$ cat config.mk
export PLATFORM = sky130hd
export DESIGN_NAME = lru_page_frame_replacer
export DESIGN_NICKNAME = d
export VERILOG_FILES = /design/src/rtl/lpfr_pkg.sv /design/src/rtl/lpfr_ctrl.sv /design/src/rtl/lpfr_dp.sv /design/src/rtl/lru_page_frame_replacer.sv
export SDC_FILE = /design/constraint.sdc
export NUM_CORES = 1
export LEC_CHECK = 0
export BUFFER_PORTS_ARGS = -buffer_cell sky130_fd_sc_hd__buf_4
export CORE_MARGIN = 2
export CORE_UTILIZATION = 45
export DETAILED_ROUTE_END_ITERATION = 16
export SLEW_MARGIN = 15
export SYNTH_ARGS = -nofsm -noshare
export SYNTH_HDL_FRONTEND = slang
export SYNTH_SLANG_ARGS = --single-unit
$ cat constraint.sdc
create_clock -name clk_i -period 4.6 [get_ports clk_i]
set_input_delay 0.92 -clock clk_i [delete_from_list [all_inputs] [get_ports clk_i]]
set_output_delay 0.92 -clock clk_i [all_outputs]
set_load 0.03 [all_outputs]
$ cat src/rtl/lpfr_pkg.sv
package lpfr_pkg;

  // Defaults for the top-level parameters
  localparam int FRAMES_DEF    = 16;
  localparam int PAGE_BITS_DEF = 16;
  localparam int TIME_BITS_DEF = 32;

  // Fixed field widths
  localparam int PAGE_NUMBER_W = 16;
  localparam int FRAME_INDEX_W = 4;
  localparam int FAULT_W       = 32;
  localparam logic [FAULT_W-1:0] FAULT_MAX = '1;

  // Configuration register
  localparam int CFG_W = 5;
  localparam logic [CFG_W-1:0] CFG_FRAMES_RESET = 5'd16;

  // APB-style port
  localparam int APB_ADDR_W = 3;
  localparam int APB_DATA_W = 32;
  localparam logic REG_FRAMES_IN_USE = 1'b0;

  typedef enum logic [1:0] {
    ST_IDLE,
    ST_SCAN,
    ST_LAST,
    ST_UPDATE
  } lpfr_state_e;

  // Controller to datapath
  typedef struct packed {
    logic load;    // capture the referenced page, clear search results
    logic rd_en;   // read one frame entry this cycle
    logic commit;  // write the chosen frame, counters and result
  } lpfr_cmd_t;

  // Datapath to controller
  typedef struct packed {
    logic out_stall;  // result register still occupied
  } lpfr_sts_t;

endpackage

$ cat src/rtl/lpfr_ctrl.sv
module lpfr_ctrl #(
  parameter int FRAMES = lpfr_pkg::FRAMES_DEF,
  parameter int IDX_W  = (FRAMES > 1) ? $clog2(FRAMES) : 1,
  parameter int CNT_W  = $clog2(FRAMES + 1)
) (
  input  logic                clk_i,
  input  logic                rst_ni,
  input  logic                in_valid_i,
  output logic                in_ready_o,
  input  logic [CNT_W-1:0]    frame_cnt_i,
  output logic [IDX_W-1:0]    rd_addr_o,
  output lpfr_pkg::lpfr_cmd_t cmd_o,
  input  lpfr_pkg::lpfr_sts_t sts_i
);
  import lpfr_pkg::*;

  lpfr_state_e state_q, state_d;
  logic [IDX_W-1:0] scan_q, scan_d;
  logic [CNT_W-1:0] scan_next;
  logic             scan_last;

  assign scan_next = CNT_W'(scan_q) + CNT_W'(1);
  assign scan_last = (scan_next == frame_cnt_i);

  always_ff @(posedge clk_i or negedge rst_ni) begin
    if (!rst_ni) begin
      state_q <= ST_IDLE;
      scan_q  <= '0;
    end else begin
      state_q <= state_d;
      scan_q  <= scan_d;
    end
  end

  // Next state
  always_comb begin
    state_d = state_q;
    scan_d  = scan_q;
    case (state_q)
      ST_IDLE: begin
        scan_d = '0;
        if (in_valid_i) begin
          state_d = ST_SCAN;
        end
      end
      ST_SCAN: begin
        scan_d = IDX_W'(scan_next);
        if (scan_last) begin
          state_d = ST_LAST;
        end
      end
      ST_LAST: begin
        state_d = ST_UPDATE;
      end
      ST_UPDATE: begin
        if (!sts_i.out_stall) begin
          state_d = ST_IDLE;
        end
      end
      default: begin
        state_d = ST_IDLE;
      end
    endcase
  end

  // Outputs
  always_comb begin
    in_ready_o   = 1'b0;
    cmd_o        = '0;
    rd_addr_o    = scan_q;
    case (state_q)
      ST_IDLE: begin
        in_ready_o = 1'b1;
        cmd_o.load = in_valid_i;
      end
      ST_SCAN: begin
        cmd_o.rd_en = 1'b1;
      end
      ST_LAST: begin
      end
      ST_UPDATE: begin
        cmd_o.commit = !sts_i.out_stall;
      end
      default: begin
      end
    endcase
  end

endmodule

$ cat src/rtl/lpfr_dp.sv
module lpfr_dp #(
  parameter int FRAMES    = lpfr_pkg::FRAMES_DEF,
  parameter int PAGE_BITS = lpfr_pkg::PAGE_BITS_DEF,
  parameter int TIME_BITS = lpfr_pkg::TIME_BITS_DEF,
  parameter int IDX_W     = (FRAMES > 1) ? $clog2(FRAMES) : 1
) (
  input  logic                                 clk_i,
  input  logic                                 rst_ni,
  input  logic [lpfr_pkg::PAGE_NUMBER_W-1:0]   page_number_i,
  input  logic [IDX_W-1:0]                     rd_addr_i,
  input  lpfr_pkg::lpfr_cmd_t                  cmd_i,
  output lpfr_pkg::lpfr_sts_t                  sts_o,
  output logic                                 out_valid_o,
  input  logic                                 out_ready_i,
  output logic                                 hit_o,
  output logic [lpfr_pkg::FRAME_INDEX_W-1:0]   frame_index_o,
  output logic [lpfr_pkg::FAULT_W-1:0]         fault_count_o
);
  import lpfr_pkg::*;

  // Frame table storage
  logic [PAGE_BITS-1:0] page_mem [FRAMES];
  logic [TIME_BITS-1:0] time_mem [FRAMES];
  logic [FRAMES-1:0]    valid_q;

  // Read pipeline
  logic [PAGE_BITS-1:0] rd_page_q;
  logic [TIME_BITS-1:0] rd_time_q;
  logic [IDX_W-1:0]     rd_idx_q;
  logic                 rd_vld_q;

  // Search results
  logic [PAGE_BITS-1:0] page_q;
  logic                 hit_found_q, empty_found_q;
  logic [IDX_W-1:0]     hit_idx_q, empty_idx_q, min_idx_q;
  logic [TIME_BITS-1:0] min_time_q;

  logic [TIME_BITS-1:0] clock_q;
  logic [FAULT_W-1:0]   faults_q, faults_d;

  logic                 out_valid_q, out_valid_d;
  logic                 out_hit_q;
  logic [FRAME_INDEX_W-1:0] out_frame_q;
  logic [FAULT_W-1:0]   out_faults_q;

  logic                 entry_vld, page_match, min_take;
  logic [IDX_W-1:0]     chosen;

  assign entry_vld  = valid_q[rd_idx_q];
  assign page_match = (rd_page_q == page_q);
  assign min_take   = (rd_idx_q == '0) || (rd_time_q < min_time_q);

  // Hit first, then lowest empty frame, then least recently used
  assign chosen = hit_found_q   ? hit_idx_q :
                  empty_found_q ? empty_idx_q : min_idx_q;

  assign faults_d = (!hit_found_q && (faults_q != FAULT_MAX)) ? faults_q + FAULT_W'(1)
                                                               : faults_q;

  // Memory: one write port, one registered read port
  always_ff @(posedge clk_i) begin
    if (cmd_i.commit) begin
      page_mem[chosen] <= page_q;
      time_mem[chosen] <= clock_q;
    end
    if (cmd_i.rd_en) begin
      rd_page_q <= page_mem[rd_addr_i];
      rd_time_q <= time_mem[rd_addr_i];
    end
  end

  always_ff @(posedge clk_i or negedge rst_ni) begin
    if (!rst_ni) begin
      valid_q  <= '0;
      rd_vld_q <= 1'b0;
      clock_q  <= '0;
      faults_q <= '0;
      out_valid_q <= 1'b0;
    end else begin
      rd_vld_q    <= cmd_i.rd_en;
      out_valid_q <= out_valid_d;
      if (cmd_i.commit) begin
        valid_q[chosen] <= 1'b1;
        clock_q  <= clock_q + TIME_BITS'(1);
        faults_q <= faults_d;
      end
    end
  end

  always_ff @(posedge clk_i or negedge rst_ni) begin
    if (!rst_ni) begin
      hit_found_q   <= 1'b0;
      empty_found_q <= 1'b0;
    end else if (cmd_i.load) begin
      hit_found_q   <= 1'b0;
      empty_found_q <= 1'b0;
    end else if (rd_vld_q) begin
      if (entry_vld && page_match && !hit_found_q) begin
        hit_found_q <= 1'b1;
      end
      if (!entry_vld && !empty_found_q) begin
        empty_found_q <= 1'b1;
      end
    end
  end

  // Payload registers
  always_ff @(posedge clk_i) begin
    rd_idx_q <= rd_addr_i;
    if (cmd_i.load) begin
      page_q <= PAGE_BITS'(page_number_i);
    end
    if (rd_vld_q) begin
      if (entry_vld && page_match && !hit_found_q) begin
        hit_idx_q <= rd_idx_q;
      end
      if (!entry_vld && !empty_found_q) begin
        empty_idx_q <= rd_idx_q;
      end
      if (min_take) begin
        min_idx_q  <= rd_idx_q;
        min_time_q <= rd_time_q;
      end
    end
    if (cmd_i.commit) begin
      out_hit_q    <= hit_found_q;
      out_frame_q  <= FRAME_INDEX_W'(chosen);
      out_faults_q <= faults_d;
    end
  end

  // Result register: commit is only issued once the slot is free
  assign out_valid_d = cmd_i.commit || (out_valid_q && !out_ready_i);
  assign sts_o.out_stall = out_valid_q && !out_ready_i;

  assign out_valid_o   = out_valid_q;
  assign hit_o         = out_hit_q;
  assign frame_index_o = out_frame_q;
  assign fault_count_o = out_faults_q;

endmodule

$ cat src/rtl/lru_page_frame_replacer.sv
// LRU page frame replacer: one page reference in, one hit/fault result out.
// A reference is accepted in idle, then N table entries are scanned (N is the
// effective frame count, 1..FRAMES), one entry per cycle, before a final compare
// and the commit. The next one is accepted only after that commit, which waits
// while the result register is not drained. Reset (rst_ni low, asynchronous)
// empties the table, clears the use clock and fault count, sets frames_in_use to 16.
module lru_page_frame_replacer #(
  parameter int FRAMES    = lpfr_pkg::FRAMES_DEF,
  parameter int PAGE_BITS = lpfr_pkg::PAGE_BITS_DEF,
  parameter int TIME_BITS = lpfr_pkg::TIME_BITS_DEF
) (
  input  logic                               clk_i,
  input  logic                               rst_ni,
  // Configuration port
  input  logic                               psel,
  input  logic                               penable,
  input  logic                               pwrite,
  input  logic [lpfr_pkg::APB_ADDR_W-1:0]    paddr,
  input  logic [lpfr_pkg::APB_DATA_W-1:0]    pwdata,
  output logic [lpfr_pkg::APB_DATA_W-1:0]    prdata,
  output logic                               pready,
  // Page reference channel
  input  logic                               in_valid_i,
  output logic                               in_ready_o,
  input  logic [lpfr_pkg::PAGE_NUMBER_W-1:0] page_number_i,
  // Result channel
  output logic                               out_valid_o,
  input  logic                               out_ready_i,
  output logic                               hit_o,
  output logic [lpfr_pkg::FRAME_INDEX_W-1:0] frame_index_o,
  output logic [lpfr_pkg::FAULT_W-1:0]       fault_count_o
);
  import lpfr_pkg::*;

  localparam int IDX_W = (FRAMES > 1) ? $clog2(FRAMES) : 1;
  localparam int CNT_W = $clog2(FRAMES + 1);
  // Width wide enough for both the register value and the frame count
  localparam int CMP_W = (CNT_W > CFG_W) ? CNT_W : CFG_W;

  logic [CFG_W-1:0] frames_in_use_q;
  logic             cfg_wr;
  logic [CMP_W-1:0] cfg_wide;
  logic [CNT_W-1:0] frame_cnt;

  lpfr_cmd_t        cmd;
  lpfr_sts_t        sts;
  logic [IDX_W-1:0] rd_addr;

  // Register write on the access phase; the index is the word address
  assign cfg_wr = psel && penable && pwrite && pready;
  assign pready = 1'b1;

  always_ff @(posedge clk_i or negedge rst_ni) begin
    if (!rst_ni) begin
      frames_in_use_q <= CFG_FRAMES_RESET;
    end else if (cfg_wr && (paddr[2] == REG_FRAMES_IN_USE)) begin
      frames_in_use_q <= pwdata[CFG_W-1:0];
    end
  end

  always_comb begin
    prdata = '0;
    if (paddr[2] == REG_FRAMES_IN_USE) begin
      prdata = APB_DATA_W'(frames_in_use_q);
    end
  end

  // Clamp the frame count: zero acts as one, anything above FRAMES as FRAMES
  assign cfg_wide = CMP_W'(frames_in_use_q);
  always_comb begin
    if (cfg_wide == '0) begin
      frame_cnt = CNT_W'(1);
    end else if (cfg_wide > CMP_W'(FRAMES)) begin
      frame_cnt = CNT_W'(FRAMES);
    end else begin
      frame_cnt = CNT_W'(cfg_wide);
    end
  end

  // Controller: sequences accept, table scan, final compare and update
  lpfr_ctrl #(
    .FRAMES (FRAMES),
    .IDX_W  (IDX_W),
    .CNT_W  (CNT_W)
  ) u_ctrl (
    .clk_i       (clk_i),
    .rst_ni      (rst_ni),
    .in_valid_i  (in_valid_i),
    .in_ready_o  (in_ready_o),
    .frame_cnt_i (frame_cnt),
    .rd_addr_o   (rd_addr),
    .cmd_o       (cmd),
    .sts_i       (sts)
  );

  // Datapath: frame table, search registers, counters and result register
  lpfr_dp #(
    .FRAMES    (FRAMES),
    .PAGE_BITS (PAGE_BITS),
    .TIME_BITS (TIME_BITS),
    .IDX_W     (IDX_W)
  ) u_dp (
    .clk_i         (clk_i),
    .rst_ni        (rst_ni),
    .page_number_i (page_number_i),
    .rd_addr_i     (rd_addr),
    .cmd_i         (cmd),
    .sts_o         (sts),
    .out_valid_o   (out_valid_o),
    .out_ready_i   (out_ready_i),
    .hit_o         (hit_o),
    .frame_index_o (frame_index_o),
    .fault_count_o (fault_count_o)
  );

endmodule
==> parameters.txt, run 1 <==
Parameter                              Value

Die
  Number of primary I/O pins    130
  Starting Density    45.44%
  Num rows    108
  Area inside the core boundary    86750 um2
  Floorplan die width    300.0 um
  Die footprint    89990 um2
  Floorplan die height    300.0 um

Run
  Count of maximum capacitance violations    0

Place
  Post-DP HPWL    44410 um
  Final estimated routing congestion in global placement    0.7994
  Buffers added on ports    72
  Cell Area, Placed    41580 um2
  Setup Slack @ Placement    1231 ps

Synthesis
  Synth area leaders    edfxtp_1 70%, mux4_2 14%, dfrtp_1 6.0%, xnor2_1 1.4%, ha_1 1.2%
  Register area share after synthesis    75.79%
  Post-Synth Simple-Gate Area    3.498%
  Share of async-settable or async-resettable flops after synthesis    9.387%
  Adder-Cell Fraction of Synth Area    1.206%
  Fraction of synthesized cell area taken by the top area cell type    69.55%
  EDFF count, synth    913
  Synth Area in Compound Gates    0.9776%
  Post-Synth XOR/XNOR Area    2.466%
  Number of flip-flops and latches in the synthesized netlist    1012
  Mux share of post-synthesis cell area    14.30%
  Leading register cell type out of synthesis    edfxtp_1
  Post-Syn Area    39420 um2
  Post-synth top area cell    edfxtp_1
  Most repeated cell in the gate-level netlist after synthesis    edfxtp_1
  Number of unique standard cell types used by synthesis    56
  Synth top cells by count    913 x edfxtp_1, 244 x mux4_2, 94 x dfrtp_1
  Yosys synthesis warning count    0
  Dominant combinational cell family by area after synthesis    multiplexers
  Cells after Synth    1904
  Mean Syn Cell Area    20.70 um2

STA
  Portion of the clock cycle consumed by the worst path in the final layout    67.71%
  Max-slew violation count    0
  Total of endpoints with negative setup slack in the final report    0
  Final count of hold timing violations    0
  Post-layout worst setup margin    1486 ps
  Setup repair after global routing missed its margin    no
  Worst-margin pin slew    1001 ps
  Time the worst path needs with I/O delays and setup    3114 ps
  Setup skew after layout    34.75 ps
  Upper clock frequency limit    0.3211 GHz
  Slew HR    33.27%

GRT
  Met1 track demand over resource    25.44%
  Met3 demand-to-capacity share in global routing    2.739%
  Met2 Resource Use GR    31.39%
  Tot GR Track Use    18.61%
  Vias in the first global route    19250
  Antenna violations before repair    1
  Layer with the highest usage after global routing    met2
  First-pass GRT wire length    123700 um
  Maximum number of pins on one net before global-route repair    126
  GRT Residual Overflow    0

Clock network
  Number of buffers created by CTS    103
  Clock tree from TritonCTS    done
  Clock H-tree levels    3
  Clock root cell    clkbuf_16
  Post-CTS setup buffer count    0
  Hold buffer count at CTS    0
  Clock network latency to the later pin of the worst-skew pair    670 ps
  Clock Sink Count    1012
  Clock transition at the register clock pins on the worst setup and hold paths after CTS    60 ps
  Quantity of gates resized following cts    0
  Worst-case clock buffer depth    3

Final layout
  Final-layout fill cell count    6779
  Count of nets after finishing    2140
  Area of all placed cells without fillers    44930 um2
  Layout overhead on the synthesized area    13.97%
  Inserted Diodes    0
  Share of cells above drive strength 1    25.61%

Setup path
  Critical Path RT    5140 ps
  Cell with the biggest individual delay on the critical path    dfrtp_4
  Crit path max fanout    38
  Crit Path Category    reg2reg
  Worst-case reg-to-reg path depth    7
  Longest individual stage delay on the worst path    810 ps
  Top cell family by delay on the critical path    flip-flops
  Critical Path, Cell by Cell    ha_1 > xnor2_1 > and3_1 > or4_1 > a211o_1 > a222oi_1 > mux2_1
  Logic depth of the worst path, buffers included    7
  Kind of start point of the critical path    flip-flop
  Crit path buffers/inverters    0
  Critical path capture point type    flip-flop
  Data arrival time of the critical path    3660 ps

Routing
  Violation count after the first detailed-routing iteration    1525
  Post-route DRC    0
  Number of optimization iterations in the first detailed-route pass    5
  Routed vias    18310
  Drt total wl    82490 um
  DRT antenna net count    0
  WL per Instance    25.09 um
  Drt via density    5.571

Pwr
  P per Cell Area    561.4 nW/um2
  IR drop worst, VDD    0.0003703 V
  Power, Total    0.02522 W
  Standby leakage power    15.22 nW

Status
  Run status    complete, no violations

Min path
  Tightest Hold Check Type    in2async
==> routing by layer <==
layer | share of wire (%) | routed length (um)
met4 | 2.2 | 1807
met3 | 4.8 | 3931
met1 | 43 | 35260
met2 | 50 | 41480
met5 | 0 | 0
==> stage by stage <==
step	instances	hold WS [ps]	TNS, ps	util [%]
final	3287	387.3	0	51.79
after global routing	3287	405.0	0	51.79
after CTS	3287	386.7	0	51.79
after detailed placement	3094	440.1	0	47.93
after global placement	3094	437.3	0	47.93
after floorplan	1930	348.3	-86170	-
==> cell families (layout without fill, tap and decap cells) <==
kind of cell,Yosys count,after routing
multiplexers,257,257
adder cells (fa/ha/maj),38,38
buffers and inverters,149,351
AND/OR/NAND/NOR,274,274
AO/OA/AOI/OAI,61,61
other,2,28
flip-flops,1012,1012
XOR/XNOR,111,111
==> cell usage in the layout (no fill, tap or decap), drive strengths merged, types with 9 or more instances in the layout <==
| cell type | count |
|---|---|
| o21bai | 9 |
| conb | 28 |
| and3 | 10 |
| or2 | 9 |
| a21oi | 18 |
| xor2 | 48 |
| nand2 | 62 |
| nand2b | 12 |
| mux4 | 244 |
| nor2 | 59 |
| dfrtp | 94 |
| clkinv | 34 |
| xnor2 | 63 |
| buf | 113 |
| clkbuf | 144 |
| ha | 38 |
| nor4 | 9 |
| nand3 | 44 |
| o21ai | 15 |
| edfxtp | 913 |
| nor3 | 18 |
| inv | 48 |
| nand4 | 27 |
==> power breakdown <==
part / total, W / switching, W / internal (W) / leakage, nW
clock: 0.00819 / 0.00341 / 0.00479 / 1.63
sequential: 0.0121 / 0.000762 / 0.0114 / 10.0
combinational: 0.00490 / 0.00266 / 0.00224 / 3.55
==> worst paths after layout <==
path | slack (ps) | start | to
min in group clk_i | 430 | page_number_i[8] | u_dp.page_q[8]
setup reg to reg | 1490 | u_ctrl.rd_addr_o[1] | u_ctrl.state_q[1]
hold reg to reg | 450 | u_dp.rd_time_q[4] | u_dp.min_time_q[4]
setup / recovery | 1490 | u_ctrl.rd_addr_o[1] | u_ctrl.state_q[1]
hold / removal | 390 | rst_ni | u_dp.faults_q[2]
max in group asynchronous | 3240 | rst_ni | u_dp.clock_q[22]
==> registers in the layout, indices dropped and copies added, names as in the netlist, 2 cells and up <==
name	cells
u_dp.page_mem	256
u_dp.page_q	16
cfg_wide	5
u_dp.rd_time_q	32
u_dp.min_time_q	32
u_dp.rd_page_q	16
u_ctrl.state_q	2
u_dp.fault_count_o	32
u_dp.faults_q	32
u_dp.hit_idx_q	4
u_ctrl.rd_addr_o	4
u_dp.frame_index_o	4
u_dp.rd_idx_q	4
u_dp.time_mem	512
u_dp.empty_idx_q	4
u_dp.clock_q	32
u_dp.min_idx_q	4
u_dp.valid_q	16
==> area by class of cell <==
| cell class | instances | area (um2) | share of cell area [%] |
|---|---|---|---|
| clock buffers | 144 | 2853 | 6.350 |
| clock inverters | 49 | 498.0 | 1.108 |
| inverters | 45 | 168.9 | 0.3760 |
| multi-input cells | 769 | 9090 | 20.23 |
| flip-flops and latches | 1012 | 29890 | 66.52 |
| well taps | 1155 | 1445 | 3.217 |
| repair buffers | 113 | 985.9 | 2.194 |
Power figures use the tool's default switching activity.
==> inputs of run 2 (changes only) <==
==> constraint.sdc (replaced) <==
create_clock -name clk_i -period 3.3 [get_ports clk_i]
set_input_delay 0.66 -clock clk_i [delete_from_list [all_inputs] [get_ports clk_i]]
set_output_delay 0.66 -clock clk_i [all_outputs]
set_load 0.03 [all_outputs]
==> parameters.txt, run 2 (synthesis gave the netlist of run 1 again) <==
Parameter                              Value

STA
  Total of endpoints with negative setup slack in the final report    0
  Max-slew violation count    0
  Portion of the clock cycle consumed by the worst path in the final layout    85.15%
  Post-layout worst setup margin    490.0 ps
  Setup skew after layout    31.88 ps
  Slew HR    36.47%
  Time the worst path needs with I/O delays and setup    2810 ps
  Setup repair after global routing missed its margin    no
  Final count of hold timing violations    0
  Upper clock frequency limit    0.3559 GHz
  Worst-margin pin slew    953.0 ps

Final layout
  Most common library cell in the layout ignoring fill and taps    edfxtp_1
  Largest register FFs    512
  Layout overhead on the synthesized area    14.90%
  Area of all placed cells without fillers    45290 um2
  Register containing the most flip-flops in the final layout    u_dp.time_mem
  Top Registers    u_dp.time_mem x512, u_dp.page_mem x256
  Top library cells by usage in the layout, fill and taps aside    913 x edfxtp_1, 244 x mux4_2, 109 x buf_4, 103 x clkbuf_16, 90 x dfrtp_1
  Count of nets after finishing    2163
  Final instance count without filler cells    3308
  Share of cells above drive strength 1    26.38%
  Fraction of the core area covered by cells at the end of the flow    52.21%
  Inserted Diodes    0

Place
  Post-DP HPWL    42450 um
  Buffers added on ports    72
  Placed Cells incl. Taps    3117
  Cell Area, Placed    41960 um2
  Final estimated routing congestion in global placement    0.8013
  Setup Slack @ Placement    498.5 ps

Setup path
  Critical Path RT    3850 ps
  Data arrival time of the critical path    3360 ps
  Kind of start point of the critical path    flip-flop
  Crit path max fanout    11
  Reg2reg start    u_ctrl.rd_addr_o[0]
  Critical path startpoint    u_ctrl.rd_addr_o[0]
  Critical path capture point type    flip-flop
  Timing endpoint of the critical path    u_ctrl.state_q[1]
  Capture point of the worst reg-to-reg path    u_ctrl.state_q[1]
  Register-to-register path setup slack    490 ps
  Worst-case reg-to-reg path depth    7
  Crit Path Category    reg2reg

Die
  Starting Density    45.44%
  Num rows    108
  Floorplan die height    300.0 um
  Number of primary I/O pins    130
  Area inside the core boundary    86750 um2
  Die footprint    89990 um2
  Floorplan die width    300.0 um

Pwr
  IR drop worst, VDD    0.0007688 V
  P per Cell Area    778.0 nW/um2
  Standby leakage power    15.33 nW

Clock network
  Clock Sink Count    1012
  Clock tree from TritonCTS    done
  Worst-case clock buffer depth    3
  Clock network latency to the later pin of the worst-skew pair    670 ps
  Post-CTS setup buffer count    0
  Clock root cell    clkbuf_16
  Clock H-tree levels    3
  Number of buffers created by CTS    102
  Clock transition at the register clock pins on the worst setup and hold paths after CTS    60 ps

GRT
  Antenna violations before repair    0
  Maximum number of pins on one net before global-route repair    81
  Met1 track demand over resource    26.16%
  GRT Residual Overflow    0
  Vias in the first global route    19000
  Met2 Resource Use GR    30.31%
  Tot GR Track Use    18.46%
  First-pass GRT wire length    122900 um
  Met3 demand-to-capacity share in global routing    2.753%
  Layer with the highest usage after global routing    met2

Routing
  Drt total wl    81860 um
  Routed vias    18380
  DRT antenna net count    0
  Number of optimization iterations in the first detailed-route pass    7
  Post-route DRC    0
  Violation count after the first detailed-routing iteration    1524
  WL per Instance    24.75 um
  Drt via density    5.557

Run
  Count of maximum capacitance violations    0

Min path
  Tightest Hold Check Type    in2reg

Status
  Run status    complete, no violations
-- run 2: worst min path at each step --
stage / startpoint / end / depth (start not counted)
after floorplan: u_ctrl.rd_addr_o[2] / u_dp.rd_idx_q[2] / 0
after global placement: u_dp.rd_time_q[0] / u_dp.min_time_q[0] / 0
after detailed placement: u_dp.rd_time_q[0] / u_dp.min_time_q[0] / 0
after CTS: page_number_i[3] / u_dp.page_q[3] / 1
after global routing: page_number_i[13] / u_dp.page_q[13] / 1
final: page_number_i[13] / u_dp.page_q[13] / 1
-- run 2: worst max-delay path: stages (launching register included) --
cell	delay, ps
dfrtp_4	580
ha_1	330
o21bai_1	170
a32oi_1	60
or4_1	520
a211o_1	310
a222oi_1	350
mux2_1	380
-- run 2: routing by layer --
layer	part of all wire, %	up-vias
li1	-	7963
met2	50	466
met1	44	9866
met3	5.2	86
met4	1.5	0
met5	0	-
-- run 2: layout make-up --
cell class              instances  area (um2)
clock buffers                 134        2764
clock inverters                56       559.3
fillers                      6788       41460
inverters                      45       172.7
multi-input cells             769        9096
flip-flops and latches       1012       29890
well taps                    1155        1445
repair buffers                137        1369
-- run 2: power breakdown --
part	leakage, nW	switching [W]	internal, W
sequential	10.0	0.000726	0.0158
clock	1.61	0.00474	0.00661
combinational	3.71	0.00404	0.00328
total	15.3	0.00951	0.0257
-- run 2: through the flow --
| stage | hold slack, ps | setup TNS, ps | power [W] |
|---|---|---|---|
| finish | 161.6 | 0 | 0.03524 |
| global route | 135.1 | 0 | 0.03677 |
| CTS | 122.9 | 0 | 0.03571 |
| detailed placement | 435.0 | 0 | 0.02434 |
| global placement | 435.8 | 0 | 0.02416 |
| floorplan | 348.3 | -79910 | 0.02183 |
-- run 2: repair_timing --
action,in CTS,in global routing
endpoints found under the setup margin,0,0
endpoints found under the hold margin,1,0
hold buffers,1,0
resized for setup,0,0
==> inputs of run 3 (changes only) <==
--- a/config.mk
+++ b/config.mk
@@ -5,11 +5,12 @@
 export SDC_FILE = /design/constraint.sdc
 export NUM_CORES = 1
 export LEC_CHECK = 0
-export BUFFER_PORTS_ARGS = -buffer_cell sky130_fd_sc_hd__buf_4
 export CORE_MARGIN = 2
 export CORE_UTILIZATION = 45
 export DETAILED_ROUTE_END_ITERATION = 16
+export DONT_BUFFER_PORTS = 1
 export SLEW_MARGIN = 15
 export SYNTH_ARGS = -nofsm -noshare
 export SYNTH_HDL_FRONTEND = slang
 export SYNTH_SLANG_ARGS = --single-unit
+export TNS_END_PERCENT = 100
==> parameters.txt, run 3 (synthesis gave the netlist of run 1 again) <==
Parameter                              Value

Clock network
  Clock tree from TritonCTS    done
  Number of buffers created by CTS    102
  Clock Sink Count    1012
  Clock root cell    clkbuf_16
  Quantity of gates resized following cts    0
  Clock H-tree levels    3
  Worst-case clock buffer depth    3
  Clock transition at the register clock pins on the worst setup and hold paths after CTS    60 ps
  Clock network latency to the later pin of the worst-skew pair    660 ps

Final layout
  Largest register FFs    512
  Register containing the most flip-flops in the final layout    u_dp.time_mem
  Final-layout fill cell count    6742
  Final instance count without filler cells    3232
  Share of cells above drive strength 1    23.84%
  Most common library cell in the layout ignoring fill and taps    edfxtp_1
  Top library cells by usage in the layout, fill and taps aside    913 x edfxtp_1, 244 x mux4_2, 104 x clkbuf_16, 90 x dfrtp_1, 63 x xnor2_1
  Fraction of the core area covered by cells at the end of the flow    51.78%
  Count of nets after finishing    2085
  Top Registers    u_dp.time_mem x512, u_dp.page_mem x256
  Layout overhead on the synthesized area    13.95%

Routing
  DRT antenna net count    0
  Number of optimization iterations in the first detailed-route pass    5
  Drt total wl    79980 um
  Violation count after the first detailed-routing iteration    1607
  Routed vias    18010
  WL per Instance    24.75 um
  Drt via density    5.573
  Post-route DRC    0

Status
  Run status    complete, no violations

Pwr
  Sequential cell fraction of total power    47.0%
  Fraction of power spent switching nets    26.33%
  Power, Total    0.03562 W
  Clock Power Share    33.7%
  Standby leakage power    15.05 nW
  P per Cell Area    793.0 nW/um2
  IR drop worst, VDD    0.0006476 V
  Total internal power    0.02624 W
  Part of the power in combinational logic    19.4%
  Net Sw Power    0.009377 W

Setup path
  Data arrival time of the critical path    3320 ps
  Worst-case reg-to-reg path depth    7
  Kind of start point of the critical path    flip-flop
  Critical Path RT    3840 ps
  Crit Path Category    reg2reg
  Critical path capture point type    flip-flop
  Crit path max fanout    8

Die
  Num rows    108
  Die footprint    89990 um2
  Starting Density    45.44%
  Floorplan die height    300.0 um
  Area inside the core boundary    86750 um2
  Floorplan die width    300.0 um
  Number of primary I/O pins    130

STA
  Upper clock frequency limit    0.3590 GHz
  Total of endpoints with negative setup slack in the final report    0
  Max-slew violation count    0
  Final worst hold slack    91.36 ps
  Setup skew after layout    24.35 ps
  Worst-margin pin slew    949.2 ps
  Setup repair after global routing missed its margin    no
  Portion of the clock cycle consumed by the worst path in the final layout    84.40%
  Time the worst path needs with I/O delays and setup    2785 ps
  Post-layout worst setup margin    514.6 ps
  Final count of hold timing violations    0
  Slew HR    36.72%

Place
  Buffers added on ports    0
  Placed Cells incl. Taps    3038
  Final estimated routing congestion in global placement    0.7813
  Post-DP HPWL    40720 um
  Setup Slack @ Placement    512.8 ps

GRT
  Tot GR Track Use    18.00%
  Vias in the first global route    18600
  First-pass GRT wire length    119200 um
  GRT Residual Overflow    0
  Antenna violations before repair    3
  Maximum number of pins on one net before global-route repair    102

Run
  Count of maximum capacitance violations    0

Min path
  Number of instances on the worst hold path    0
  Tightest Hold Check Type    in2reg
[run 3: final timing paths]
| kind | start | to | slack [ps] |
|---|---|---|---|
| min | page_number_i[4] | u_dp.page_q[4] | 90 |
| max reg2reg | u_ctrl.rd_addr_o[0] | u_ctrl.state_q[1] | 510 |
| min in group asynchronous | rst_ni | u_dp.clock_q[7] | 670 |
| min reg2reg | u_dp.rd_time_q[0] | u_dp.min_time_q[0] | 440 |
| max | u_ctrl.rd_addr_o[0] | u_ctrl.state_q[1] | 510 |
| max in group asynchronous | rst_ni | u_ctrl.rd_addr_o[0] | 2090 |
[run 3: worst max-delay path, stage by stage (launching register included)]
cell,delay (ps)
dfrtp_4,550
ha_1,320
o21bai_1,170
a32oi_1,70
or4_1,520
a211o_1,310
a222oi_1,370
mux2_1,370
[run 3: metal layers]
metal	wire [um]	GRT usage (%)	up-vias
met1	34380	24.83	9691
li1	-	-	7794
met4	1483	5.083	2
met2	40520	30.16	417
met5	14	0	-
met3	3587	2.609	107
[run 3: final cells by class]
type	count	area [um2]	share of cell area, %
Sequential cell	1012	29890	66.54
Tap cell	1155	1445	3.217
Multi-Input combinational cell	769	9096	20.25
Antenna cell	1	2.502	0.005571
Clock buffer	143	2829	6.298
Clock inverter	48	694.4	1.546
Inverter	45	172.7	0.3844
Timing Repair Buffer	59	790.8	1.760
[run 3: per-stage QoR]
step	setup TNS [ps]	cell area, um2
after floorplan	-79910	39590
after global placement	0	41350
after detailed placement	0	41350
after CTS	0	44920
after global routing	0	44920
final	0	44920
[run 3: power by group through the flow]
stage          logic (W)  clock network, W  registers (W)
2_1_floorplan    0.00501                 0         0.0168
3_3_place_gp     0.00695                 0         0.0169
3_5_place_dp     0.00705                 0         0.0170
4_1_cts          0.00710            0.0123         0.0167
5_1_grt          0.00754            0.0127         0.0169
6_report         0.00690            0.0120         0.0167
[run 3: repair_timing]
item / 4_1_cts / 5_1_grt
hold endpoints to repair: 95 / 0
setup buffers: 0 / 0
hold buffers: 2 / 0
